==> src/rtl/deque_with_search_macros.svh <==
// Assertion macros shared by the deque RTL.
`ifndef DEQUE_WITH_SEARCH_MACROS_SVH
`define DEQUE_WITH_SEARCH_MACROS_SVH

// Same-cycle implication, checked out of reset.
`define DWS_ASSERT_SAME(lbl, ante, cons, msg) \
	lbl: assert property (@(posedge clk) disable iff (!arst_n) (ante) |-> (cons)) \
		else $error(msg);

// Next-cycle implication, checked out of reset.
`define DWS_ASSERT_NEXT(lbl, ante, cons, msg) \
	lbl: assert property (@(posedge clk) disable iff (!arst_n) (ante) |=> (cons)) \
		else $error(msg);

`endif

==> src/rtl/dws_pkg.sv <==
// Types and constants of the deque with search.
package dws_pkg;

	localparam int DEPTH      = 64;
	localparam int DATA_WIDTH = 32;
	localparam int PTR_W      = $clog2(DEPTH);
	localparam int CNT_W      = $clog2(DEPTH + 1);
	localparam int ACT_W      = 3;

	localparam logic [ACT_W-1:0] ACT_PUSH_FRONT = 3'd0;
	localparam logic [ACT_W-1:0] ACT_PUSH_BACK  = 3'd1;
	localparam logic [ACT_W-1:0] ACT_POP_FRONT  = 3'd2;
	localparam logic [ACT_W-1:0] ACT_POP_BACK   = 3'd3;
	localparam logic [ACT_W-1:0] ACT_FIND       = 3'd4;

	typedef struct packed {
		logic [ACT_W-1:0]             action;
		logic signed [DATA_WIDTH-1:0] value;
	} cmd_t;

	typedef struct packed {
		logic [CNT_W-1:0] count;
		logic             is_empty;
		logic             is_full;
		logic             rejected;
		logic             found;
		logic [PTR_W-1:0] found_position;
	} res_t;

endpackage

==> src/rtl/deque_with_search.sv <==
// Bounded deque in a ring memory with a front-to-back linear search.
//
//   beat   | direction    | handshake             | payload
//   -------+--------------+-----------------------+-----------------------------
//   cmd    | into block   | cmd_valid / cmd_stall | action, value
//   res    | out of block | res_valid / res_stall | count, flags, found_position
//
// Push, pop, an unused action or a find on an empty deque goes straight to the
// result slot. A find scans from the front, one read a cycle, and stops at the
// first match or after the last entry; cmd stalls while the scan runs.
// Reset clears the front pointer, the count and the valid flags, not the memory.
// A stalled res beat holds in the output register, the next result waits in the
// slot behind it, and cmd stalls until that slot frees.
`include "deque_with_search_macros.svh"

module deque_with_search (
	input  logic          clk,
	input  logic          arst_n,
	input  logic          cmd_valid,
	output logic          cmd_stall,
	input  dws_pkg::cmd_t cmd,
	output logic          res_valid,
	input  logic          res_stall,
	output dws_pkg::res_t res
);
	import dws_pkg::*;

	localparam int SUM_W = CNT_W + 1;

	localparam logic ST_IDLE = 1'b0;
	localparam logic ST_SCAN = 1'b1;

	// ring index of base + off, both below DEPTH
	function automatic logic [PTR_W-1:0] ring_add(input logic [PTR_W-1:0] base,
			input logic [CNT_W-1:0] off);
		logic [SUM_W-1:0] sum;
		sum = SUM_W'(base) + SUM_W'(off);
		if (sum >= SUM_W'(DEPTH)) begin
			sum = sum - SUM_W'(DEPTH);
		end
		return sum[PTR_W-1:0];
	endfunction

	// entry store: single write port, registered read
	logic [DATA_WIDTH-1:0] mem [DEPTH];

	// deque state
	logic [PTR_W-1:0] front_q;
	logic [CNT_W-1:0] cnt_q;
	logic             state_q;

	// result slot and output register
	logic slot_vld_q;
	res_t slot_q;
	logic res_vld_q;
	res_t res_q;

	// search machinery
	logic [DATA_WIDTH-1:0] key_q;
	logic [CNT_W-1:0]      scan_idx_q;
	logic                  rd_vld_s1;
	logic [PTR_W-1:0]      rd_pos_s1;
	logic [DATA_WIDTH-1:0] rd_data_s1;

	// command decode
	logic             cmd_acc;
	logic             full_w;
	logic             empty_w;
	logic [PTR_W-1:0] front_d;
	logic [CNT_W-1:0] cnt_d;
	logic             wr_en;
	logic [PTR_W-1:0] wr_addr;
	logic             rej_d;
	logic             start_scan;
	res_t             acc_res;

	// scan control
	logic scan_issue;
	logic hit;
	logic last;
	logic scan_done;
	res_t scan_res;
	logic slot_move;

	assign full_w    = (cnt_q == CNT_W'(DEPTH));
	assign empty_w   = (cnt_q == '0);
	assign cmd_stall = (state_q != ST_IDLE) || slot_vld_q;
	assign cmd_acc   = cmd_valid && !cmd_stall;

	always_comb begin
		front_d    = front_q;
		cnt_d      = cnt_q;
		wr_en      = 1'b0;
		wr_addr    = front_q;
		rej_d      = 1'b0;
		start_scan = 1'b0;
		unique case (cmd.action)
			ACT_PUSH_FRONT: begin
				if (full_w) begin
					rej_d = 1'b1;
				end else begin
					front_d = (front_q == '0) ? PTR_W'(DEPTH - 1) : front_q - PTR_W'(1);
					wr_en   = 1'b1;
					wr_addr = front_d;
					cnt_d   = cnt_q + CNT_W'(1);
				end
			end
			ACT_PUSH_BACK: begin
				if (full_w) begin
					rej_d = 1'b1;
				end else begin
					wr_en   = 1'b1;
					wr_addr = ring_add(front_q, cnt_q);
					cnt_d   = cnt_q + CNT_W'(1);
				end
			end
			ACT_POP_FRONT: begin
				if (!empty_w) begin
					front_d = ring_add(front_q, CNT_W'(1));
					cnt_d   = cnt_q - CNT_W'(1);
				end
			end
			ACT_POP_BACK: begin
				if (!empty_w) begin
					cnt_d = cnt_q - CNT_W'(1);
				end
			end
			ACT_FIND: begin
				start_scan = !empty_w;
			end
			default: begin
			end
		endcase
	end

	always_comb begin
		acc_res                = '0;
		acc_res.count          = cnt_d;
		acc_res.is_empty       = (cnt_d == '0);
		acc_res.is_full        = (cnt_d == CNT_W'(DEPTH));
		acc_res.rejected       = rej_d;
	end

	// reads go out one per cycle; the compare runs in the cycle after each read, on the
	// registered read data, so a read past the match is simply discarded
	assign scan_issue = (state_q == ST_SCAN) && (scan_idx_q != cnt_q);
	assign hit        = rd_vld_s1 && (rd_data_s1 == key_q);
	assign last       = rd_vld_s1 && (CNT_W'(rd_pos_s1) == cnt_q - CNT_W'(1));
	assign scan_done  = (state_q == ST_SCAN) && (hit || last);

	always_comb begin
		scan_res                = '0;
		scan_res.count          = cnt_q;
		scan_res.is_empty       = empty_w;
		scan_res.is_full        = full_w;
		scan_res.found          = hit;
		scan_res.found_position = hit ? rd_pos_s1 : '0;
	end

	assign slot_move = slot_vld_q && (!res_vld_q || !res_stall);

	always_ff @(posedge clk or negedge arst_n) begin
		if (!arst_n) begin
			front_q    <= '0;
			cnt_q      <= '0;
			state_q    <= ST_IDLE;
			slot_vld_q <= 1'b0;
			res_vld_q  <= 1'b0;
			scan_idx_q <= '0;
			rd_vld_s1  <= 1'b0;
		end else begin
			// output register
			if (slot_move) begin
				res_vld_q <= 1'b1;
			end else if (res_vld_q && !res_stall) begin
				res_vld_q <= 1'b0;
			end
			if (slot_move) begin
				slot_vld_q <= 1'b0;
			end

			// command apply
			if (cmd_acc) begin
				front_q <= front_d;
				cnt_q   <= cnt_d;
				if (start_scan) begin
					state_q    <= ST_SCAN;
					scan_idx_q <= '0;
				end else begin
					slot_vld_q <= 1'b1;
				end
			end

			// search
			if (scan_done) begin
				state_q    <= ST_IDLE;
				slot_vld_q <= 1'b1;
				rd_vld_s1  <= 1'b0;
			end else begin
				rd_vld_s1 <= scan_issue;
				if (scan_issue) begin
					scan_idx_q <= scan_idx_q + CNT_W'(1);
				end
			end
		end
	end

	always_ff @(posedge clk) begin
		if (cmd_acc) begin
			key_q <= cmd.value;
		end
		if (cmd_acc && !start_scan) begin
			slot_q <= acc_res;
		end else if (scan_done) begin
			slot_q <= scan_res;
		end
		if (slot_move) begin
			res_q <= slot_q;
		end
		if (scan_issue) begin
			rd_pos_s1 <= scan_idx_q[PTR_W-1:0];
		end
	end

	// entry memory
	always_ff @(posedge clk) begin
		if (cmd_acc && wr_en) begin
			mem[wr_addr] <= cmd.value;
		end
		if (scan_issue) begin
			rd_data_s1 <= mem[ring_add(front_q, scan_idx_q)];
		end
	end

	assign res_valid = res_vld_q;
	assign res       = res_q;

	`DWS_ASSERT_SAME(a_cnt_bound, 1'b1, cnt_q <= CNT_W'(DEPTH), "entry count beyond depth")
	`DWS_ASSERT_NEXT(a_scan_hold, state_q == ST_SCAN, $stable(front_q) && $stable(cnt_q), "deque moved during a search")
	`DWS_ASSERT_SAME(a_pos_range, res_valid && res.found, CNT_W'(res.found_position) < res.count, "match position outside stored entries")
	`DWS_ASSERT_SAME(a_empty_flag, res_valid, res.is_empty == (res.count == '0), "empty flag disagrees with count")

endmodule
==> config.mk <==
export PLATFORM = sky130hd
export DESIGN_NAME = deque_with_search
export DESIGN_NICKNAME = d
export VERILOG_FILES = /design/src/rtl/dws_pkg.sv /design/src/rtl/deque_with_search.sv
export VERILOG_INCLUDE_DIRS = /design/src /design/src/rtl
export SDC_FILE = /design/constraint.sdc
export NUM_CORES = 2
export LEC_CHECK = 0
export BUFFER_PORTS_ARGS = -buffer_cell sky130_fd_sc_hd__clkbuf_2
export CAP_MARGIN = 15
export CORE_ASPECT_RATIO = 0.5
export CORE_MARGIN = 3
export CORE_UTILIZATION = 51
export CTS_CLUSTER_SIZE = 20
export DETAILED_ROUTE_END_ITERATION = 12
export GPL_TIMING_DRIVEN = 0
export PLACE_DENSITY = 0.68
export SLEW_MARGIN = 20
export SYNTH_ARGS = -nofsm -noshare
export SYNTH_HDL_FRONTEND = slang
export SYNTH_SLANG_ARGS = --single-unit
==> constraint.sdc <==
create_clock -name clk -period 4.75 [get_ports clk]
set_clock_uncertainty 0.2 [all_clocks]
set_input_delay 0.475 -clock clk [delete_from_list [all_inputs] [get_ports clk]]
set_output_delay 0.475 -clock clk [all_outputs]
set_load 0.1 [all_outputs]
# Word level (Yosys, flattened, before mapping)

Memory sizes are Yosys's and may differ from the RTL's. A register that Yosys moved wholly into a read port is not among the register bits.
Cells that the tools add are included.

Bits in registers: 96
Bits in latches: 0
RAM bits: 2048
Memory bits (read-only): 0
Input bits: 39
Output and inout bits: 19
Word-level logic and storage cells: 112
Memories kept: 1

Memory list:

| name | words | width | read ports | clocked after Yosys merged registers in | write ports | line                    | source |
|---|---|---|---|---|---|---|---|
| mem  | 64    | 32    | 1          | 1                                       | 1           | deque_with_search.sv:45 | `logic [DATA_WIDTH-1:0] mem [DEPTH];` |

$add $sub $neg: 10
$mul: 0
Divide/modulo/power cells: 0
Magnitude comparators: 3
Eq/ne operators: 10
Shifts and indexed selects: 0
Mux-type cells: 37
Bitwise gates (word level): 0
Reductions and logical operators: 30

Operator list:

| operator                                                                            | number |
|---|---|
| 6-bit 2-to-1 mux                                                                    | 9 |
| 7-bit 2-to-1 mux                                                                    | 6 |
| 17-bit 2-to-1 mux                                                                   | 2 |
| 32-bit equality test                                                                | 1 |
| 6-bit one-hot mux with 2 select lines                                               | 2 |
| 6-bit by 1-bit subtractor with 6-bit output, second input constant                  | 4 |
| 1-bit 2-to-1 mux                                                                    | 17 |
| 6-bit by 7-bit adder with 8-bit output                                              | 2 |
| 8-bit by 7-bit greater-or-equal comparator with 1-bit output, second input constant | 2 |
| 7-bit by 1-bit adder with 7-bit output, second input constant                       | 2 |
| 7-bit equality test, second input constant                                          | 2 |
| 7-bit logical NOT                                                                   | 2 |
| 7-bit one-hot mux with 2 select lines                                               | 1 |
| 2-bit nonzero test                                                                  | 5 |
| 1-bit logical AND                                                                   | 9 |
| 6-bit by 1-bit adder with 7-bit output, second input constant                       | 1 |
| 6-bit by 7-bit equality test with 1-bit output                                      | 1 |
| 7-bit greater-or-equal comparator, second input constant                            | 1 |
| 7-bit inequality test                                                               | 1 |
| 7-bit by 1-bit subtractor with 7-bit output, second input constant                  | 1 |
| 3-bit by 2-bit equality test with 1-bit output, second input constant               | 2 |
| 6-bit logical NOT                                                                   | 1 |
| 1-bit logical NOT                                                                   | 5 |
| 2-bit OR reduction                                                                  | 2 |
| other kinds (7)                                                                     | 9 |

# Logic depth before layout (Yosys ltp)

Depth after elaboration: 7
Gate-level depth with buffers: 13
Mapped depth without buffers: 10

# Least setup slack after synthesis

No wires, ideal clock.

Kind: register to register
Start point: register cnt_q[0]
End point: memory mem[21][0], enable pin
Library setup time: 0.421 ns
Arrival time: 4.108 ns
Data required time: 4.129 ns
Setup slack: 0.021 ns
Cell stages (with the launch flop): 14
Buffers on the path: 4
Clock period less this slack: 4.729 ns
Path through: dfrtp_1 clkbuf_1 inv_1 ha_1 buf_4 or4b_4 buf_6 nor3_4 buf_4 o41ai_1 a22oi_2 nor3_1 nand2_1 nor2_1

Word-level cells in the longest chain between the ends: 6
Elaborated cells between the ends (all ways): 13
Classes of those cells: add/sub (2); order compare (1); eq/ne (1); mux (8); reduce/logical (1)

Ends and longest elaborated chain:

| element                                                                        | line                     | source |
|---|---|---|
| from (decl)                                                                    | deque_with_search.sv:49  | `logic [CNT_W-1:0] cnt_q;` |
| from (signal assigned)                                                         | deque_with_search.sv:185 | `cnt_q <= cnt_d;` |
| branches (longest 6 deep; another with 6-bit by 7-bit adder with 8-bit output) | n/a                      |  |
| to (decl)                                                                      | deque_with_search.sv:45  |  |

Several ways; the timed one is not identified.

# Worst setup path in the final report

Start point: register front_q[0]
End point: register rd_data_s1[23] (read register of mem) (data pin)

Word-level cells in the longest chain between the ends: 4
Elaborated cells between the ends (all ways): 5
Classes of those cells: add/sub (2); order compare (1); mux (2)

Ends and longest elaborated chain:

| element                                                                                                                     | line                                             | source |
|---|---|---|
| from (decl)                                                                                                                 | deque_with_search.sv:48                          | `logic [PTR_W-1:0] front_q;` |
| from (signal assigned)                                                                                                      | deque_with_search.sv:184                         | `front_q <= front_d;` |
| 6-bit by 7-bit adder with 8-bit output *                                                                                    | deque_with_search.sv:37                          | `sum = SUM_W'(base) + SUM_W'(off);` |
| 8-bit by 7-bit greater-or-equal comparator with 1-bit output or 6-bit by 1-bit subtractor with 6-bit output (tied branches) | deque_with_search.sv:38, deque_with_search.sv:39 |  |
| 6-bit 2-to-1 mux *                                                                                                          | deque_with_search.sv:38                          | `if (sum >= SUM_W'(DEPTH)) begin` |
| 6-bit 2-to-1 mux *                                                                                                          | deque_with_search.sv:230                         | `if (scan_issue) begin` |
| to (decl)                                                                                                                   | deque_with_search.sv:63                          | `logic [DATA_WIDTH-1:0] rd_data_s1;` |

Mark *: on every way between the ends. The rest lies on a longest branch, timed or not. The select of a mux whose other input is x is not followed.
A chain may end at the register's enable or synchronous reset.

==> out/metrics.cfg <==
[detailed_routing]
viasPerCell=6.47
wl_per_cell_um=34.5
drt-total-wl_um=221000
met1_length_um=85400
drtIter0Drc=6191
drc_errors=0
wl_met2_um=105000
met3WireLength_um=26100
dr.max_layer_used=met5
ant_nets=0
first_pass_iters=6
vias=41400

[hold_path]
hold-path-endpoint=mem[10][19]
hold_start=cmd[19]
hold_depth=1
min_path_type=in -> reg

[critical_path]
critPathMaxStageDelay_ns=0.58
slowest_stage=mux4_2
critical_path.top_delay_family=multiplexers
timing.rr.start=front_q[0]
rrSetupSlack_ns=0.006
path_cells=ha_1 > fa_2 > buf_12 > buf_2 > clkbuf_4 > buf_16 > clkbuf_4 > mux4_2 > mux4_2 > mux2i_4 > a21oi_1
crit_type=reg -> reg
crit_fanout=11
critical_path_buf_inv_count=5
worstSetupStartpointType=register
worstPathRequired_ns=5.08
crit_path_end_kind=register
r2r-end=rd_data_s1[23]
ff2ff_path_depth=11
cp.arrival_ns=5.07

[run]
cap_viol_max_count=0

[cts]
path_clk_slew_ns=0.06
numCtsBuffers=186
tritoncts=built
clockRootBuffer=clkbuf_16
clock_sinks=2176
clockBufferDepth=3
clock_latency_ns=0.82
htree_levels=4

[logic_synthesis]
seq_area_frac_synth_pct=77.2
synth.area.top_cells=edfxtp_1 76%, mux4_2 17%, dfrtp_1 0.71%
syn_inst=3608
synthFlopType=edfxtp_1
ys_ff_latch=2176
synth_area_leader_cell=edfxtp_1
avgSynthCellArea_sq_um=23.4
synth_top_area_share_pct=76.4
synth_edf_count=2145
synthesis.nets=3665
async_flop_share_pct=1.10
yosysUniqueCellTypes=81
synth_warnings=0
syn-cell-area_sq_um=84400

[placement]
port_buffers=56
pre_cts_slack_ns=-1.73
dp_hpwl_um=138000
place_congestion=0.926

[timing]
slew_headroom_pct=29.2
fmax_ghz=0.211
min_period_over_period_pct=99.9
tightest_slew_ns=1.06
finalCriticalPeriod_ns=4.74
hold_viol_final=0
drv_slew=0
setup_viol=0
setup_slack_ns=0.00569

[run_status]
status=finished clean

[floorplan]
dieArea_sq_um=171000
coreArea_sq_um=163000
initial_core_util_pct=51.9
die_h_um=294
num_rows=104
die_w_um=581
io_pins=58

[finish]
drive_gt1_share_pct=34.6
nNetsFinal=4130
area_growth_pct=16.5

[global_route]
grt_pass1_wl_um=312000
grt_remaining_overflow=0
grt_max_degree=66
grt_pass1_vias=41200
grt_use_total_pct=26.1
antenna_found_initial=8

-- per-layer routing --
metal / vias to the layer above / global-route usage [%]
met5: - / 0.876
met4: 2 / 6.69
met3: 304 / 7.81
met2: 2540 / 40.5
met1: 22200 / 36.8
li1: 16400 / -
-- cells in the mapped netlist, drive strengths merged (7+ instances only) --
master,instances
mux4,640
nand2,74
nand4,11
a22o,9
nor2b,37
a21o,7
nor3,17
o21ai,37
xnor2,19
buf,90
nor2,90
a211oi,40
xor2,30
ha,16
mux2i,44
dfxtp,7
clkbuf,97
dfrtp,24
and3,7
inv,21
edfxtp,2145
a21oi,52
nand3,14
-- worst max path at each step --
| stage | slack [ns] | to | start | cells past startpoint |
|---|---|---|---|---|
| 2_1_floorplan | 0.02 | mem[21][0] | cnt_q[0] | 13 |
| 3_3_place_gp | -3.46 | mem[5][14] | slot_vld_q | 7 |
| 3_5_place_dp | -1.73 | rd_data_s1[30] | front_q[0] | 10 |
| 4_1_cts | -0.17 | mem[1][4] | cnt_q[0] | 13 |
| 5_1_grt | -0.03 | mem[18][24] | cnt_q[0] | 14 |
| 6_report | 0.006 | rd_data_s1[23] | front_q[0] | 11 |
-- cell type report --
cell class / instances / area, sq um
clock inverter: 112 / 917
timing repair buffer: 278 / 4210
tap: 2173 / 2720
multi-input combinational: 1223 / 19200
clock buffer: 231 / 4910
inverter: 22 / 82.6
fill: 10900 / 64300
buffer: 186 / 1030
sequential: 2176 / 65200
antenna: 3 / 7.51
-- repair_timing --
action / 4_1_cts / 5_1_grt
hold buffers: 6 / 0
buffers inserted: 57 / 65
gates cloned: 0 / 0
setup endpoints to repair: 1985 / 1749
hold endpoints to repair: 81 / 0
resized for setup: 127 / 66
pin swaps: 39 / 26
-- through the flow --
| stage | setup TNS [ns] | cell area [sq um] | utilization [%] | hold WS [ns] | std cells |
|---|---|---|---|---|---|
| global route | -0.217 | 98200 | 60.4 | 0.0400 | 6401 |
| CTS | -18.86 | 97300 | 59.9 | 0.00484 | 6335 |
| detailed placement | -932.53 | 90100 | 55.4 | 0.205 | 5930 |
| floorplan | 0 | 84400 | - | -0.0206 | 3608 |
| global placement | -5735.75 | 87400 | 53.7 | 0.202 | 5837 |
| finish | 0 | 98200 | 60.4 | 0.0370 | 6404 |
-- cells in the final DEF (no fill, tap or decap), drive strengths merged, types with 7 or more instances in the layout --
cell type	Yosys	final
a22o	9	9
edfxtp	2145	2145
o21ai	37	37
clkinv	1	89
nand2	74	74
a21oi	52	52
clkdlybuf4s15	0	13
nand3	14	14
nand4	11	11
mux4	640	640
nor2b	37	37
and3	7	7
mux2i	44	44
a211oi	40	40
clkbuf	97	388
buf	90	288
xor2	30	30
bufinv	0	11
a21o	7	7
dfxtp	7	7
xnor2	19	19
inv	21	29
ha	16	16
dfrtp	24	24
nor3	17	17
nor2	90	90
-- cells by family after synthesis --
logic type,count (synthesis),synth area share (%)
mux,687,17.6
buf+inv,209,1.05
simple gates,275,1.62
fa+ha+maj,18,0.285
flops,2176,77.2
xor+xnor,49,0.509
compound gates,194,1.65
-- state kept, by name, summed over array words and instances (netlist names) --
| register | flops |
|---|---|
| mem | 2048 |
| key_q | 32 |
| rd_data_s1 | 32 |
| res | 17 |
| slot_q | 17 |
| cnt_q | 7 |
| scan_idx_q | 7 |
| front_q | 6 |
| rd_pos_s1 | 6 |
| rd_vld_s1 | 1 |
| res_valid | 1 |
| slot_vld_q | 1 |
| state_q | 1 |
Power is left out: the tool's default activity adds up to more than one toggle a clock period on the data nets, which glitch-free logic cannot reach.
